==> src/rtl/connection_timeout_timer_queue_core_defines.svh <==
// ============================================================================
// connection_timeout_timer_queue_core_defines
// Assertion macros used by the timer queue core.
// ============================================================================
`ifndef CONNECTION_TIMEOUT_TIMER_QUEUE_CORE_DEFINES_SVH
`define CONNECTION_TIMEOUT_TIMER_QUEUE_CORE_DEFINES_SVH

// same-cycle implication, masked while reset is active
`define CTQ_ASSERT_IMP(lbl, ck, rn, ante, cons, msg) \
    lbl: assert property (@(posedge ck) disable iff (!rn) (ante) |-> (cons)) \
        else $error(msg);

// next-cycle implication, masked while reset is active
`define CTQ_ASSERT_NXT(lbl, ck, rn, ante, cons, msg) \
    lbl: assert property (@(posedge ck) disable iff (!rn) (ante) |=> (cons)) \
        else $error(msg);

`endif

==> src/rtl/ctq_pkg.sv <==
// ============================================================================
// ctq_pkg
// Types and constants of the connection timeout timer queue.
// ============================================================================
package ctq_pkg;

    // results one tick may report
    localparam int MAX_RESULTS = 16;
    localparam int POP_W       = $clog2(MAX_RESULTS + 1);

    // configuration port
    localparam int CFG_IDX_W  = 2;
    localparam int CFG_DATA_W = 16;
    localparam logic [CFG_IDX_W-1:0] CFG_WAIT_TIME       = 2'd0;
    localparam logic [CFG_IDX_W-1:0] CFG_KICK_ON_TIMEOUT = 2'd1;
    localparam logic [15:0]          WAIT_TIME_RESET     = 16'd20;

    // request actions
    typedef enum logic [1:0] {
        ACT_ADD    = 2'd0,
        ACT_DELETE = 2'd1,
        ACT_TICK   = 2'd2
    } action_t;

    // result kinds
    typedef enum logic [2:0] {
        KIND_ADDED   = 3'd0,
        KIND_FULL    = 3'd1,
        KIND_DELETED = 3'd2,
        KIND_EXPIRED = 3'd3,
        KIND_NONE    = 3'd4
    } kind_t;

    // one word of the entry memory
    typedef struct packed {
        logic        valid;
        logic        due;
        logic [31:0] deadline;
        logic [15:0] conn;
        logic [31:0] sequence_num;
        logic [31:0] order;
    } entry_t;

    localparam int ENTRY_W = $bits(entry_t);

endpackage

==> src/rtl/ctq_if.sv <==
// ============================================================================
// ctq_if
// Valid/ready channels of the timer queue: requests, results, configuration.
// ============================================================================

// request channel
interface ctq_req_if;
    logic        valid;
    logic        ready;
    logic [1:0]  action;
    logic [15:0] conn_id;
    logic [31:0] sequence_req;
    logic [31:0] now;

    modport source (output valid, output action, output conn_id, output sequence_req,
                    output now, input ready);
    modport sink (input valid, input action, input conn_id, input sequence_req,
                  input now, output ready);
endinterface

// result channel
interface ctq_rsp_if;
    logic        valid;
    logic        ready;
    logic [2:0]  kind;
    logic [15:0] conn_id_out;
    logic [31:0] sequence_out;
    logic [4:0]  removed_count;
    logic [4:0]  entries_in_use;
    logic [31:0] earliest_expiry;
    logic        earliest_valid;
    logic        last;

    modport source (output valid, output kind, output conn_id_out, output sequence_out,
                    output removed_count, output entries_in_use, output earliest_expiry,
                    output earliest_valid, output last, input ready);
    modport sink (input valid, input kind, input conn_id_out, input sequence_out,
                  input removed_count, input entries_in_use, input earliest_expiry,
                  input earliest_valid, input last, output ready);
endinterface

// configuration write channel
interface ctq_cfg_if;
    logic                           valid;
    logic                           ready;
    logic [ctq_pkg::CFG_IDX_W-1:0]  index;
    logic [ctq_pkg::CFG_DATA_W-1:0] data;

    modport source (output valid, output index, output data, input ready);
    modport sink (input valid, input index, input data, output ready);
endinterface

==> src/rtl/connection_timeout_timer_queue_core.sv <==
// ============================================================================
// connection_timeout_timer_queue_core
// Bounded table of connection deadlines kept in one entry memory. Every add,
// delete and tick request is served by passes over the whole memory that find
// a free slot, the earliest deadline and the next due entry in expiry order.
// ============================================================================
//
//  channel  role  handshake    payload
//  req      in    valid/ready  action, conn_id, sequence_req, now
//  rsp      out   valid/ready  kind, conn_id_out, sequence_out, removed_count,
//                              entries_in_use, earliest_expiry, earliest_valid, last
//  cfg      in    valid/ready  index, data (ready is always high)
//
//  one pass reads the entry memory one word a cycle
//  add and delete: one pass from accept to result
//  tick popping n entries: n + 1 passes
//  after reset every entry of the memory is swept clear with req.ready low
//  results leave through an output register; a stalled rsp holds the sequencer
//  at its decision step, and req is taken once the sequencer is idle
//
`include "connection_timeout_timer_queue_core_defines.svh"

module connection_timeout_timer_queue_core #(
    parameter int TABLE_DEPTH = 16
) (
    input  logic         clk,
    input  logic         rst_n,
    ctq_req_if.sink      req,
    ctq_rsp_if.source    rsp,
    ctq_cfg_if.sink      cfg
);

    localparam int IDX_W = $clog2(TABLE_DEPTH);
    localparam int CNT_W = $clog2(TABLE_DEPTH + 1);
    localparam logic [IDX_W-1:0] LAST_IDX = IDX_W'(TABLE_DEPTH - 1);
    localparam logic [CNT_W-1:0] FULL_CNT = CNT_W'(TABLE_DEPTH);
    localparam logic [ctq_pkg::POP_W-1:0] POP_LIMIT = ctq_pkg::POP_W'(ctq_pkg::MAX_RESULTS);

    typedef enum logic [1:0] {
        S_CLEAR,
        S_IDLE,
        S_SCAN,
        S_DECIDE
    } state_t;

    // saturating deadline
    function automatic logic [31:0] deadline_from(input logic [31:0] t, input logic [15:0] w);
        logic [32:0] sum;
        sum = {1'b0, t} + {17'd0, w};
        return sum[32] ? 32'hFFFF_FFFF : sum[31:0];
    endfunction

    state_t state_reg;

    // configuration
    logic [15:0] wait_reg;
    logic        kick_reg;

    // latched request
    ctq_pkg::action_t op_reg;
    logic [15:0]      conn_reg;
    logic [31:0]      seq_reg;
    logic [31:0]      now_reg;
    logic [31:0]      dl_reg;

    // table bookkeeping
    logic [CNT_W-1:0] count_reg;
    logic [31:0]      stamp_reg;
    logic [IDX_W-1:0] clr_idx_reg;

    // scan pipeline control
    logic             snap_reg;
    logic             issue_on_reg;
    logic [IDX_W-1:0] rd_addr_reg;
    logic             a_vld_reg;
    logic             a_last_reg;
    logic [IDX_W-1:0] a_idx_reg;
    logic             b_vld_reg;
    logic             b_last_reg;

    // scan stage b payload
    ctq_pkg::entry_t  b_entry_reg;
    logic             b_live_reg;
    logic             b_elig_reg;
    logic             b_free_reg;
    logic             b_hit_reg;
    logic [31:0]      b_age_reg;
    logic [IDX_W-1:0] b_idx_reg;

    // pass accumulators
    logic             min_any_reg;
    logic [31:0]      min_reg;
    logic             free_found_reg;
    logic [IDX_W-1:0] free_idx_reg;
    logic [CNT_W-1:0] removed_reg;
    logic             pick_found_reg;
    logic [IDX_W-1:0] pick_idx_reg;
    logic [31:0]      pick_dl_reg;
    logic [31:0]      pick_age_reg;
    logic [15:0]      pick_conn_reg;
    logic [31:0]      pick_seq_reg;

    // tick progress
    logic [ctq_pkg::POP_W-1:0] pops_reg;
    logic                      pend_vld_reg;
    logic [15:0]               pend_conn_reg;
    logic [31:0]               pend_seq_reg;
    logic [CNT_W-1:0]          pend_count_reg;

    // result register
    logic        out_vld_reg;
    logic [2:0]  out_kind_reg;
    logic [15:0] out_conn_reg;
    logic [31:0] out_seq_reg;
    logic [4:0]  out_removed_reg;
    logic [4:0]  out_used_reg;
    logic [31:0] out_earliest_reg;
    logic        out_evalid_reg;
    logic        out_last_reg;

    // memory ports
    logic                        ram_wr_en;
    logic [IDX_W-1:0]            ram_wr_addr;
    logic [ctq_pkg::ENTRY_W-1:0] ram_wr_data;
    logic                        ram_rd_en;
    logic [ctq_pkg::ENTRY_W-1:0] ram_rd_data;
    ctq_pkg::entry_t             wr_entry;
    ctq_pkg::entry_t             a_entry;

    // combinational helpers
    logic             req_acc;
    logic             out_free;
    logic             out_load;
    logic             pass_start;
    logic             is_del;
    logic             is_tick;
    logic             a_hit;
    logic             a_live;
    logic             a_due_now;
    logic             a_elig;
    logic [31:0]      a_age;
    logic             tick_pop;
    logic             tick_emit;
    logic [31:0]      pass_min;
    logic [31:0]      add_earliest;
    logic [CNT_W-1:0] count_inc;
    logic [CNT_W-1:0] count_del;
    logic [CNT_W-1:0] count_pop;
    logic             b_better;

    // entry memory
    ctq_ram #(
        .WIDTH (ctq_pkg::ENTRY_W),
        .DEPTH (TABLE_DEPTH)
    ) u_entry_ram (
        .clk     (clk),
        .wr_en   (ram_wr_en),
        .wr_addr (ram_wr_addr),
        .wr_data (ram_wr_data),
        .rd_en   (ram_rd_en),
        .rd_addr (rd_addr_reg),
        .rd_data (ram_rd_data)
    );

    // handshakes
    assign req.ready = (state_reg == S_IDLE);
    assign req_acc   = req.valid && req.ready;
    assign out_free  = !out_vld_reg || rsp.ready;
    assign cfg.ready = 1'b1;

    // result channel
    assign rsp.valid           = out_vld_reg;
    assign rsp.kind            = out_kind_reg;
    assign rsp.conn_id_out     = out_conn_reg;
    assign rsp.sequence_out    = out_seq_reg;
    assign rsp.removed_count   = out_removed_reg;
    assign rsp.entries_in_use  = out_used_reg;
    assign rsp.earliest_expiry = out_earliest_reg;
    assign rsp.earliest_valid  = out_evalid_reg;
    assign rsp.last            = out_last_reg;

    // stage a: word just read from memory
    assign a_entry   = ctq_pkg::entry_t'(ram_rd_data);
    assign is_del    = (op_reg == ctq_pkg::ACT_DELETE);
    assign is_tick   = (op_reg == ctq_pkg::ACT_TICK);
    assign a_hit     = is_del && a_entry.valid && (a_entry.conn == conn_reg);
    assign a_live    = a_entry.valid && !a_hit;
    assign a_due_now = a_entry.valid && (a_entry.deadline <= now_reg);
    assign a_elig    = is_tick && (snap_reg ? a_due_now : (a_entry.valid && a_entry.due));
    assign a_age     = stamp_reg - a_entry.order;
    assign ram_rd_en = (state_reg == S_SCAN) && issue_on_reg;

    // stage b: expiry order, older insertion first on equal deadlines
    assign b_better = !pick_found_reg
                      || (b_entry_reg.deadline < pick_dl_reg)
                      || ((b_entry_reg.deadline == pick_dl_reg) && (b_age_reg > pick_age_reg));

    // decision terms
    assign tick_pop     = pick_found_reg && (pops_reg != POP_LIMIT);
    assign tick_emit    = pend_vld_reg || !pick_found_reg;
    assign pass_min     = min_any_reg ? min_reg : 32'd0;
    assign add_earliest = (min_any_reg && (min_reg < dl_reg)) ? min_reg : dl_reg;
    assign count_inc    = count_reg + 1'b1;
    assign count_del    = count_reg - removed_reg;
    assign count_pop    = kick_reg ? (count_reg - 1'b1) : count_reg;

    // result register loads a new request result this cycle
    assign out_load = (state_reg == S_DECIDE) && out_free
                      && ((op_reg == ctq_pkg::ACT_ADD) || is_del || (is_tick && tick_emit));

    assign pass_start = (req_acc && (req.action inside {ctq_pkg::ACT_ADD, ctq_pkg::ACT_DELETE,
                                                        ctq_pkg::ACT_TICK}))
                        || ((state_reg == S_DECIDE) && out_free && is_tick && tick_pop);

    // memory write select
    always_comb
    begin
        ram_wr_en   = 1'b0;
        ram_wr_addr = a_idx_reg;
        wr_entry    = a_entry;
        if (state_reg == S_CLEAR)
        begin
            ram_wr_en   = 1'b1;
            ram_wr_addr = clr_idx_reg;
            wr_entry    = '0;
        end
        else if ((state_reg == S_SCAN) && a_vld_reg && (a_hit || (is_tick && snap_reg)))
        begin
            // delete clears matches, first tick pass marks the due set
            ram_wr_en      = 1'b1;
            wr_entry.valid = a_live;
            if (snap_reg)
            begin
                wr_entry.due = a_due_now;
            end
        end
        else if ((state_reg == S_DECIDE) && out_free)
        begin
            if ((op_reg == ctq_pkg::ACT_ADD) && free_found_reg)
            begin
                ram_wr_en             = 1'b1;
                ram_wr_addr           = free_idx_reg;
                wr_entry.valid        = 1'b1;
                wr_entry.due          = 1'b0;
                wr_entry.deadline     = dl_reg;
                wr_entry.conn         = conn_reg;
                wr_entry.sequence_num = seq_reg;
                wr_entry.order        = stamp_reg;
            end
            else if (is_tick && tick_pop)
            begin
                // pop: drop or re-arm the picked entry
                ram_wr_en             = 1'b1;
                ram_wr_addr           = pick_idx_reg;
                wr_entry.valid        = !kick_reg;
                wr_entry.due          = 1'b0;
                wr_entry.deadline     = dl_reg;
                wr_entry.conn         = pick_conn_reg;
                wr_entry.sequence_num = pick_seq_reg;
                wr_entry.order        = stamp_reg;
            end
        end
    end

    assign ram_wr_data = wr_entry;

    // configuration registers
    always_ff @(posedge clk or negedge rst_n)
    begin
        if (!rst_n)
        begin
            wait_reg <= ctq_pkg::WAIT_TIME_RESET;
            kick_reg <= 1'b0;
        end
        else if (cfg.valid)
        begin
            case (cfg.index)
                ctq_pkg::CFG_WAIT_TIME:       wait_reg <= cfg.data[15:0];
                ctq_pkg::CFG_KICK_ON_TIMEOUT: kick_reg <= cfg.data[0];
                default: ;
            endcase
        end
    end

    // request latch
    always_ff @(posedge clk)
    begin
        if (req_acc)
        begin
            op_reg   <= ctq_pkg::action_t'(req.action);
            conn_reg <= req.conn_id;
            seq_reg  <= req.sequence_req;
            now_reg  <= req.now;
            dl_reg   <= deadline_from(req.now, wait_reg);
        end
    end

    // scan stage b payload
    always_ff @(posedge clk)
    begin
        b_entry_reg <= a_entry;
        b_live_reg  <= a_live;
        b_elig_reg  <= a_elig;
        b_free_reg  <= !a_entry.valid;
        b_hit_reg   <= a_hit;
        b_age_reg   <= a_age;
        b_idx_reg   <= a_idx_reg;
    end

    // sequencer, scan control, accumulators and result register
    always_ff @(posedge clk or negedge rst_n)
    begin
        if (!rst_n)
        begin
            state_reg        <= S_CLEAR;
            clr_idx_reg      <= '0;
            count_reg        <= '0;
            stamp_reg        <= '0;
            snap_reg         <= 1'b0;
            issue_on_reg     <= 1'b0;
            rd_addr_reg      <= '0;
            a_vld_reg        <= 1'b0;
            a_last_reg       <= 1'b0;
            a_idx_reg        <= '0;
            b_vld_reg        <= 1'b0;
            b_last_reg       <= 1'b0;
            min_any_reg      <= 1'b0;
            min_reg          <= '0;
            free_found_reg   <= 1'b0;
            free_idx_reg     <= '0;
            removed_reg      <= '0;
            pick_found_reg   <= 1'b0;
            pick_idx_reg     <= '0;
            pick_dl_reg      <= '0;
            pick_age_reg     <= '0;
            pick_conn_reg    <= '0;
            pick_seq_reg     <= '0;
            pops_reg         <= '0;
            pend_vld_reg     <= 1'b0;
            pend_conn_reg    <= '0;
            pend_seq_reg     <= '0;
            pend_count_reg   <= '0;
            out_vld_reg      <= 1'b0;
            out_kind_reg     <= '0;
            out_conn_reg     <= '0;
            out_seq_reg      <= '0;
            out_removed_reg  <= '0;
            out_used_reg     <= '0;
            out_earliest_reg <= '0;
            out_evalid_reg   <= 1'b0;
            out_last_reg     <= 1'b0;
        end
        else
        begin
            // result taken with nothing new behind it
            if (out_vld_reg && rsp.ready && !out_load)
            begin
                out_vld_reg <= 1'b0;
            end

            // read pipeline follows the issue pointer
            a_vld_reg  <= ram_rd_en;
            a_last_reg <= (rd_addr_reg == LAST_IDX);
            a_idx_reg  <= rd_addr_reg;
            b_vld_reg  <= a_vld_reg;
            b_last_reg <= a_vld_reg && a_last_reg;

            // pass start or accumulate
            if (pass_start)
            begin
                rd_addr_reg    <= '0;
                issue_on_reg   <= 1'b1;
                min_any_reg    <= 1'b0;
                free_found_reg <= 1'b0;
                removed_reg    <= '0;
                pick_found_reg <= 1'b0;
            end
            else
            begin
                if (ram_rd_en)
                begin
                    rd_addr_reg <= rd_addr_reg + 1'b1;
                    if (rd_addr_reg == LAST_IDX)
                    begin
                        issue_on_reg <= 1'b0;
                    end
                end
                if (b_vld_reg)
                begin
                    if (b_live_reg && (!min_any_reg || (b_entry_reg.deadline < min_reg)))
                    begin
                        min_any_reg <= 1'b1;
                        min_reg     <= b_entry_reg.deadline;
                    end
                    if (b_free_reg && !free_found_reg)
                    begin
                        free_found_reg <= 1'b1;
                        free_idx_reg   <= b_idx_reg;
                    end
                    if (b_hit_reg)
                    begin
                        removed_reg <= removed_reg + 1'b1;
                    end
                    if (b_elig_reg && b_better)
                    begin
                        pick_found_reg <= 1'b1;
                        pick_idx_reg   <= b_idx_reg;
                        pick_dl_reg    <= b_entry_reg.deadline;
                        pick_age_reg   <= b_age_reg;
                        pick_conn_reg  <= b_entry_reg.conn;
                        pick_seq_reg   <= b_entry_reg.sequence_num;
                    end
                end
            end

            case (state_reg)
                S_CLEAR:
                begin
                    // sweep the entry memory invalid
                    clr_idx_reg <= clr_idx_reg + 1'b1;
                    if (clr_idx_reg == LAST_IDX)
                    begin
                        state_reg <= S_IDLE;
                    end
                end

                S_IDLE:
                begin
                    if (pass_start)
                    begin
                        state_reg    <= S_SCAN;
                        snap_reg     <= (req.action == ctq_pkg::ACT_TICK);
                        pops_reg     <= '0;
                        pend_vld_reg <= 1'b0;
                    end
                end

                S_SCAN:
                begin
                    if (b_vld_reg && b_last_reg)
                    begin
                        state_reg <= S_DECIDE;
                    end
                end

                S_DECIDE:
                begin
                    if (out_free)
                    begin
                        case (op_reg)
                            ctq_pkg::ACT_ADD:
                            begin
                                out_vld_reg     <= 1'b1;
                                out_conn_reg    <= conn_reg;
                                out_seq_reg     <= seq_reg;
                                out_removed_reg <= '0;
                                out_last_reg    <= 1'b1;
                                if (free_found_reg)
                                begin
                                    out_kind_reg     <= ctq_pkg::KIND_ADDED;
                                    out_used_reg     <= 5'(count_inc);
                                    out_earliest_reg <= add_earliest;
                                    out_evalid_reg   <= 1'b1;
                                    count_reg        <= count_inc;
                                    stamp_reg        <= stamp_reg + 32'd1;
                                end
                                else
                                begin
                                    out_kind_reg     <= ctq_pkg::KIND_FULL;
                                    out_used_reg     <= 5'(count_reg);
                                    out_earliest_reg <= pass_min;
                                    out_evalid_reg   <= min_any_reg;
                                end
                                state_reg <= S_IDLE;
                            end

                            ctq_pkg::ACT_DELETE:
                            begin
                                out_vld_reg      <= 1'b1;
                                out_kind_reg     <= ctq_pkg::KIND_DELETED;
                                out_conn_reg     <= conn_reg;
                                out_seq_reg      <= '0;
                                out_removed_reg  <= 5'(removed_reg);
                                out_used_reg     <= 5'(count_del);
                                out_earliest_reg <= pass_min;
                                out_evalid_reg   <= min_any_reg;
                                out_last_reg     <= 1'b1;
                                count_reg        <= count_del;
                                state_reg        <= S_IDLE;
                            end

                            ctq_pkg::ACT_TICK:
                            begin
                                // report the previous pop with this pass's minimum
                                if (tick_emit)
                                begin
                                    out_vld_reg      <= 1'b1;
                                    out_removed_reg  <= '0;
                                    out_earliest_reg <= pass_min;
                                    out_evalid_reg   <= min_any_reg;
                                    out_last_reg     <= !tick_pop;
                                    if (pend_vld_reg)
                                    begin
                                        out_kind_reg <= ctq_pkg::KIND_EXPIRED;
                                        out_conn_reg <= pend_conn_reg;
                                        out_seq_reg  <= pend_seq_reg;
                                        out_used_reg <= 5'(pend_count_reg);
                                    end
                                    else
                                    begin
                                        out_kind_reg <= ctq_pkg::KIND_NONE;
                                        out_conn_reg <= '0;
                                        out_seq_reg  <= '0;
                                        out_used_reg <= 5'(count_reg);
                                    end
                                end
                                if (tick_pop)
                                begin
                                    pend_vld_reg   <= 1'b1;
                                    pend_conn_reg  <= pick_conn_reg;
                                    pend_seq_reg   <= pick_seq_reg;
                                    pend_count_reg <= count_pop;
                                    count_reg      <= count_pop;
                                    if (!kick_reg)
                                    begin
                                        stamp_reg <= stamp_reg + 32'd1;
                                    end
                                    pops_reg  <= pops_reg + 1'b1;
                                    snap_reg  <= 1'b0;
                                    state_reg <= S_SCAN;
                                end
                                else
                                begin
                                    pend_vld_reg <= 1'b0;
                                    state_reg    <= S_IDLE;
                                end
                            end

                            default:
                            begin
                                state_reg <= S_IDLE;
                            end
                        endcase
                    end
                end

                default:
                begin
                    state_reg <= S_IDLE;
                end
            endcase
        end
    end

    // memory never sees a write and a read of the same entry in one cycle
    `CTQ_ASSERT_IMP(a_no_rw_collision, clk, rst_n,
                    ram_wr_en && ram_rd_en, ram_wr_addr != rd_addr_reg,
                    "entry memory write and read hit the same entry")

    // the last word of a pass hands over to the decision step
    `CTQ_ASSERT_NXT(a_pass_ends_in_decide, clk, rst_n,
                    b_vld_reg && b_last_reg, state_reg == S_DECIDE,
                    "scan pass did not end in the decision step")

    // a free slot found by a pass implies the count shows room
    `CTQ_ASSERT_IMP(a_free_slot_has_room, clk, rst_n,
                    (state_reg == S_DECIDE) && free_found_reg, count_reg < FULL_CNT,
                    "free slot found while entry count is full")

    // a pending expired result implies at least one pop in this tick
    `CTQ_ASSERT_IMP(a_pending_has_pop, clk, rst_n,
                    pend_vld_reg, pops_reg != '0,
                    "pending expired result without a pop")

endmodule

==> src/rtl/ctq_ram.sv <==
// ============================================================================
// ctq_ram
// Generic single-clock RAM, one write port and one read port, registered read.
// ============================================================================
module ctq_ram #(
    parameter int WIDTH = 8,
    parameter int DEPTH = 16,
    localparam int AW = (DEPTH > 1) ? $clog2(DEPTH) : 1
) (
    input  logic             clk,
    input  logic             wr_en,
    input  logic [AW-1:0]    wr_addr,
    input  logic [WIDTH-1:0] wr_data,
    input  logic             rd_en,
    input  logic [AW-1:0]    rd_addr,
    output logic [WIDTH-1:0] rd_data
);

    logic [WIDTH-1:0] mem [DEPTH];

    // write port and registered read port
    always_ff @(posedge clk)
    begin
        if (wr_en)
        begin
            mem[wr_addr] <= wr_data;
        end
        if (rd_en)
        begin
            rd_data <= mem[rd_addr];
        end
    end

endmodule

==> src/flat_wrapper.sv <==
// flat-port wrapper written by rule: the top's interface ports become plain ports
module connection_timeout_timer_queue_core_flat 
#(
    parameter int TABLE_DEPTH = 16
)
  (clk, rst_n, req_valid, req_action, req_conn_id, req_sequence_req, req_now, req_ready, rsp_valid, rsp_kind, rsp_conn_id_out, rsp_sequence_out, rsp_removed_count, rsp_entries_in_use, rsp_earliest_expiry, rsp_earliest_valid, rsp_last, rsp_ready, cfg_valid, cfg_index, cfg_data, cfg_ready);
  ctq_req_if req_i ();
  ctq_rsp_if rsp_i ();
  ctq_cfg_if cfg_i ();
  input  logic clk;
  input  logic rst_n;
  input wire logic [$bits(req_i.valid)-1:0] req_valid;
  input wire logic [$bits(req_i.action)-1:0] req_action;
  input wire logic [$bits(req_i.conn_id)-1:0] req_conn_id;
  input wire logic [$bits(req_i.sequence_req)-1:0] req_sequence_req;
  input wire logic [$bits(req_i.now)-1:0] req_now;
  output wire logic [$bits(req_i.ready)-1:0] req_ready;
  output wire logic [$bits(rsp_i.valid)-1:0] rsp_valid;
  output wire logic [$bits(rsp_i.kind)-1:0] rsp_kind;
  output wire logic [$bits(rsp_i.conn_id_out)-1:0] rsp_conn_id_out;
  output wire logic [$bits(rsp_i.sequence_out)-1:0] rsp_sequence_out;
  output wire logic [$bits(rsp_i.removed_count)-1:0] rsp_removed_count;
  output wire logic [$bits(rsp_i.entries_in_use)-1:0] rsp_entries_in_use;
  output wire logic [$bits(rsp_i.earliest_expiry)-1:0] rsp_earliest_expiry;
  output wire logic [$bits(rsp_i.earliest_valid)-1:0] rsp_earliest_valid;
  output wire logic [$bits(rsp_i.last)-1:0] rsp_last;
  input wire logic [$bits(rsp_i.ready)-1:0] rsp_ready;
  input wire logic [$bits(cfg_i.valid)-1:0] cfg_valid;
  input wire logic [$bits(cfg_i.index)-1:0] cfg_index;
  input wire logic [$bits(cfg_i.data)-1:0] cfg_data;
  output wire logic [$bits(cfg_i.ready)-1:0] cfg_ready;
  assign req_i.valid = req_valid;
  assign req_i.action = req_action;
  assign req_i.conn_id = req_conn_id;
  assign req_i.sequence_req = req_sequence_req;
  assign req_i.now = req_now;
  assign req_ready = req_i.ready;
  assign rsp_valid = rsp_i.valid;
  assign rsp_kind = rsp_i.kind;
  assign rsp_conn_id_out = rsp_i.conn_id_out;
  assign rsp_sequence_out = rsp_i.sequence_out;
  assign rsp_removed_count = rsp_i.removed_count;
  assign rsp_entries_in_use = rsp_i.entries_in_use;
  assign rsp_earliest_expiry = rsp_i.earliest_expiry;
  assign rsp_earliest_valid = rsp_i.earliest_valid;
  assign rsp_last = rsp_i.last;
  assign rsp_i.ready = rsp_ready;
  assign cfg_i.valid = cfg_valid;
  assign cfg_i.index = cfg_index;
  assign cfg_i.data = cfg_data;
  assign cfg_ready = cfg_i.ready;
  connection_timeout_timer_queue_core #(.TABLE_DEPTH(TABLE_DEPTH)) u_core (.clk(clk), .rst_n(rst_n), .req(req_i), .rsp(rsp_i), .cfg(cfg_i));
endmodule
==> config.mk <==
export PLATFORM = sky130hd
export DESIGN_NAME = connection_timeout_timer_queue_core_flat
export DESIGN_NICKNAME = d
export VERILOG_FILES = /design/src/rtl/ctq_pkg.sv /design/src/rtl/ctq_if.sv /design/src/rtl/connection_timeout_timer_queue_core.sv /design/src/rtl/ctq_ram.sv /design/src/flat_wrapper.sv
export VERILOG_INCLUDE_DIRS = /design/src /design/src/rtl
export SDC_FILE = /design/constraint.sdc
export NUM_CORES = 2
export LEC_CHECK = 0
export BUFFER_PORTS_ARGS = -buffer_cell sky130_fd_sc_hd__clkbuf_2
export CAP_MARGIN = 30
export CORE_MARGIN = 1
export CORE_UTILIZATION = 56
export DETAILED_ROUTE_END_ITERATION = 7
export PLACE_DENSITY = 0.75
export REMOVE_ABC_BUFFERS = 1
export SLEW_MARGIN = 25
export SYNTH_ARGS = -nofsm -noshare
export SYNTH_HDL_FRONTEND = slang
export SYNTH_HIERARCHICAL = 1
export SYNTH_SLANG_ARGS = --single-unit
==> constraint.sdc <==
create_clock -name clk -period 10.1 [get_ports clk]
set_input_delay 0 -clock clk [delete_from_list [all_inputs] [get_ports clk]]
set_output_delay 0 -clock clk [all_outputs]
set_load 0.02 [all_outputs]
==> impl_metrics.toml <==
[route]
wirelength_um = 256000
dr_total_vias = 59100
vias_per_cell = 6.39
drc = 0
first_pass_iters = 6
ant_nets = 0
avgRoutedWirePerCell_um = 27.7
drtIter0Drc = 6812

[floorplanning]
die_h_um = 432
num_io_pins = 203
die_width_um = 432
die_area_um2 = 186000
placementRows = 157
core_um2 = 183000
start_util_pct = 56.4

[worst_setup_path]
crit_path_end_kind = "register"
worstPathCellList = "inv_1 -> ha_1 -> nand2_1 -> nor2_1 -> nand2_2 -> buf_4 -> a21oi_1 -> a221oi_1 -> a21oi_1 -> nand2_1 -> nor2_4 -> buf_4 -> buf_4"
critPathMostFrequentCell = "buf_4"
r2r_slack_ns = 3.97
crit_fanout = 60
worstSetupPathType = "reg -> reg"
required_ns = 10.55
timing.rr.start = "u_core/op_reg[0]$_DFFE_PP_"
crit_slowest_cell = "buf_4"
max_stage_delay_ns = 0.77
arrival_ns = 6.58
startpoint_type = "register"
critPathLaunch = "u_core/op_reg[0]$_DFFE_PP_"

[logic_synthesis]
ys_seq_elements = 2561
syn_inst = 6090
synth-adder-area-share_pct = 2.73
yosys_most_used_dff = "edfxtp_1"
syn-mean-instance-area_um2 = 17.0
synth_top_family_by_area = "multiplexers"
synthMuxAreaShare_pct = 11.6
synth-simple-area-share_pct = 4.59
synth-xor-area-share_pct = 0.958
ys_seq_area_share_pct = 71.4
synth_cell_types = 75
synth_compound_area_share_pct = 6.41
synth_edf_count = 2052
yosysWarningCount = 6
synthesis.area_um2 = 103000
ys_async_sr_fraction_pct = 15.2

[grt]
use_met1_pct = 37.6
grt_max_degree = 148
grt_overflow_total = 0
grt_pass1_vias = 60000
met2_usage_pct = 45.0
grt_pass1_wl_um = 382000
antenna_found_initial = 4
met3_usage_pct = 4.92
grt_usage_pct = 27.5
busiest_layer = "met2"

[final_layout]
final_common_cell = "edfxtp_1"
postLayoutCellArea_um2 = 118000
syn_to_final_growth_pct = 14.3
final_cells = 9258
largest_reg_flops = 1824
drive_gt1_share_pct = 21.2
nets = 6905
fin_util_pct = 64.5
final_cell_mix = "2,052 x edfxtp_1, 561 x nand2_1, 456 x mux4_2"

[sta]
finalCritPeriodShare_pct = 60.7
relSlewSlack_pct = 29.8
rsz0062_at_grt = "false"
clock_skew_ns = 0.0736
setup_viol = 0
maxSlewViolCount = 0
final.min_clock_period_ns = 6.13
fmax_mhz = 163
worstMarginPinSlew_ns = 1.05
hold_viol = 0

[clock_tree]
cts_tree = "done"
clock_latency_ns = 0.89
htree_levels = 4
postCtsSetupRepairBufs = 0
cts_buffers = 240
cts.sinks = 2561
cts.path.max_buffers = 3
clk_pin_slew_worst_paths_ns = 0.06
cts-root-buf = "clkbuf_16"

[hold_path]
hp-class = "in -> reg"
min_from = "req_now[22]"

[flow_run]
cap_violations = 0

[place]
dpl_cell_area_um2 = 107000
dp_hpwl_um = 137000
io_buffers = 201
place_congestion = 0.838
placedCellCount = 8549

[power]
power_density_nw_per_um2 = 317
leakagePower_uw = 0.0425
ir_drop_mv = 0.541

[run_status]
status = "complete, no violations"
## power breakdown
part	switching [uW]	internal (uW)
combinational	7080	4210
sequential	1270	15600
clock	4020	5340
## routing by layer
| layer | vias up | share of wire (%) |
|---|---|---|
| met3 | 482 | 9.7 |
| met5 | - | 0 |
| met2 | 3322 | 49 |
| met4 | 0 | 3.1 |
| li1 | 24800 | - |
| met1 | 30500 | 38 |
## area by class of cell
type	count	area (um^2)
antenna	1	2.50
clock buffer	314	6470
clock inverter	145	1750
fill	12000	65100
inverter	229	865
multi-input combinational	2984	27600
sequential	2561	73800
tap	2464	3080
timing repair buffer	560	4590
## worst max-delay path: cells and delay by family, from the launching register on
kind,cells,cell delay [ns]
fa+ha+maj,1,0.55
compound gates,3,1.49
buf+inv,4,1.92
simple gates,5,1.24
flops,1,0.43
## path summary, 6_finish.rpt
check	end	depth (start not counted)
max	u_core/u_entry_ram/mem[15][55]$_DFFE_PP_	13
min	u_core/dl_reg[22]$_SDFFCE_PP1P_	4
max reg2reg	u_core/u_entry_ram/mem[15][55]$_DFFE_PP_	13
min reg2reg	u_core/b_idx_reg[1]$_DFF_P_	0
max in group asynchronous	u_core/pend_seq_reg[17]$_DFFE_PN0P_	5
min in group asynchronous	u_core/wait_reg[2]$_DFFE_PN1P_	3
## cell families after synthesis
group                      count (synthesis)
DFF                                     2561
and+or+nand+nor                         1067
buffers and inverters                    545
other                                      1
muxes                                    603
xor gates and xnor gates                 113
adders and majority gates                224
AOI/OAI and AO/OA                        976
## synthesized netlist by cell type, drive strengths merged (12+ instances only)
cell type     n  share of area (%)
nand2       564                2.0
edfxtp     2052                 60
clkbuf      179               0.65
nor2b        20               0.12
and3         23               0.14
nand4        85               0.51
o211ai       45               0.33
a22o         31               0.26
nor2        215               0.78
a211oi       19               0.14
xor2         33               0.28
a21o         87               0.63
mux4        456                9.9
mux2        140                1.6
ha          221                2.7
o21ai       117               0.57
nor3         27               0.14
a21oi       228                1.1
nand3b       35               0.25
xnor2        80               0.68
inv         229               0.83
o31ai        12              0.087
dfxtp       120                2.3
buf         137               0.82
nand2b       18               0.11
o221a        32               0.35
dfrtp       387                9.4
nand3        35               0.17
a22oi       274                2.0
o22ai        51               0.31
## repair_timing
action                                 CTS  global route
setup endpoints to repair                0             0
endpoints found under the hold margin  317             0
hold buffers                           221             0
gates resized for setup                  0             0
## per-stage QoR
stage	worst slack, ns	power (uW)	hold WS [ns]	setup TNS [ns]
floorplan	-8.60	25400	-0.296	-3193.51
global placement	4.31	27400	0.00235	0
detailed placement	4.13	27900	0.00676	0
CTS	4.03	37400	0.00523	0
global route	3.60	39000	0.0740	0
finish	3.97	37500	0.0639	0
Power figures use the tool's default switching activity.
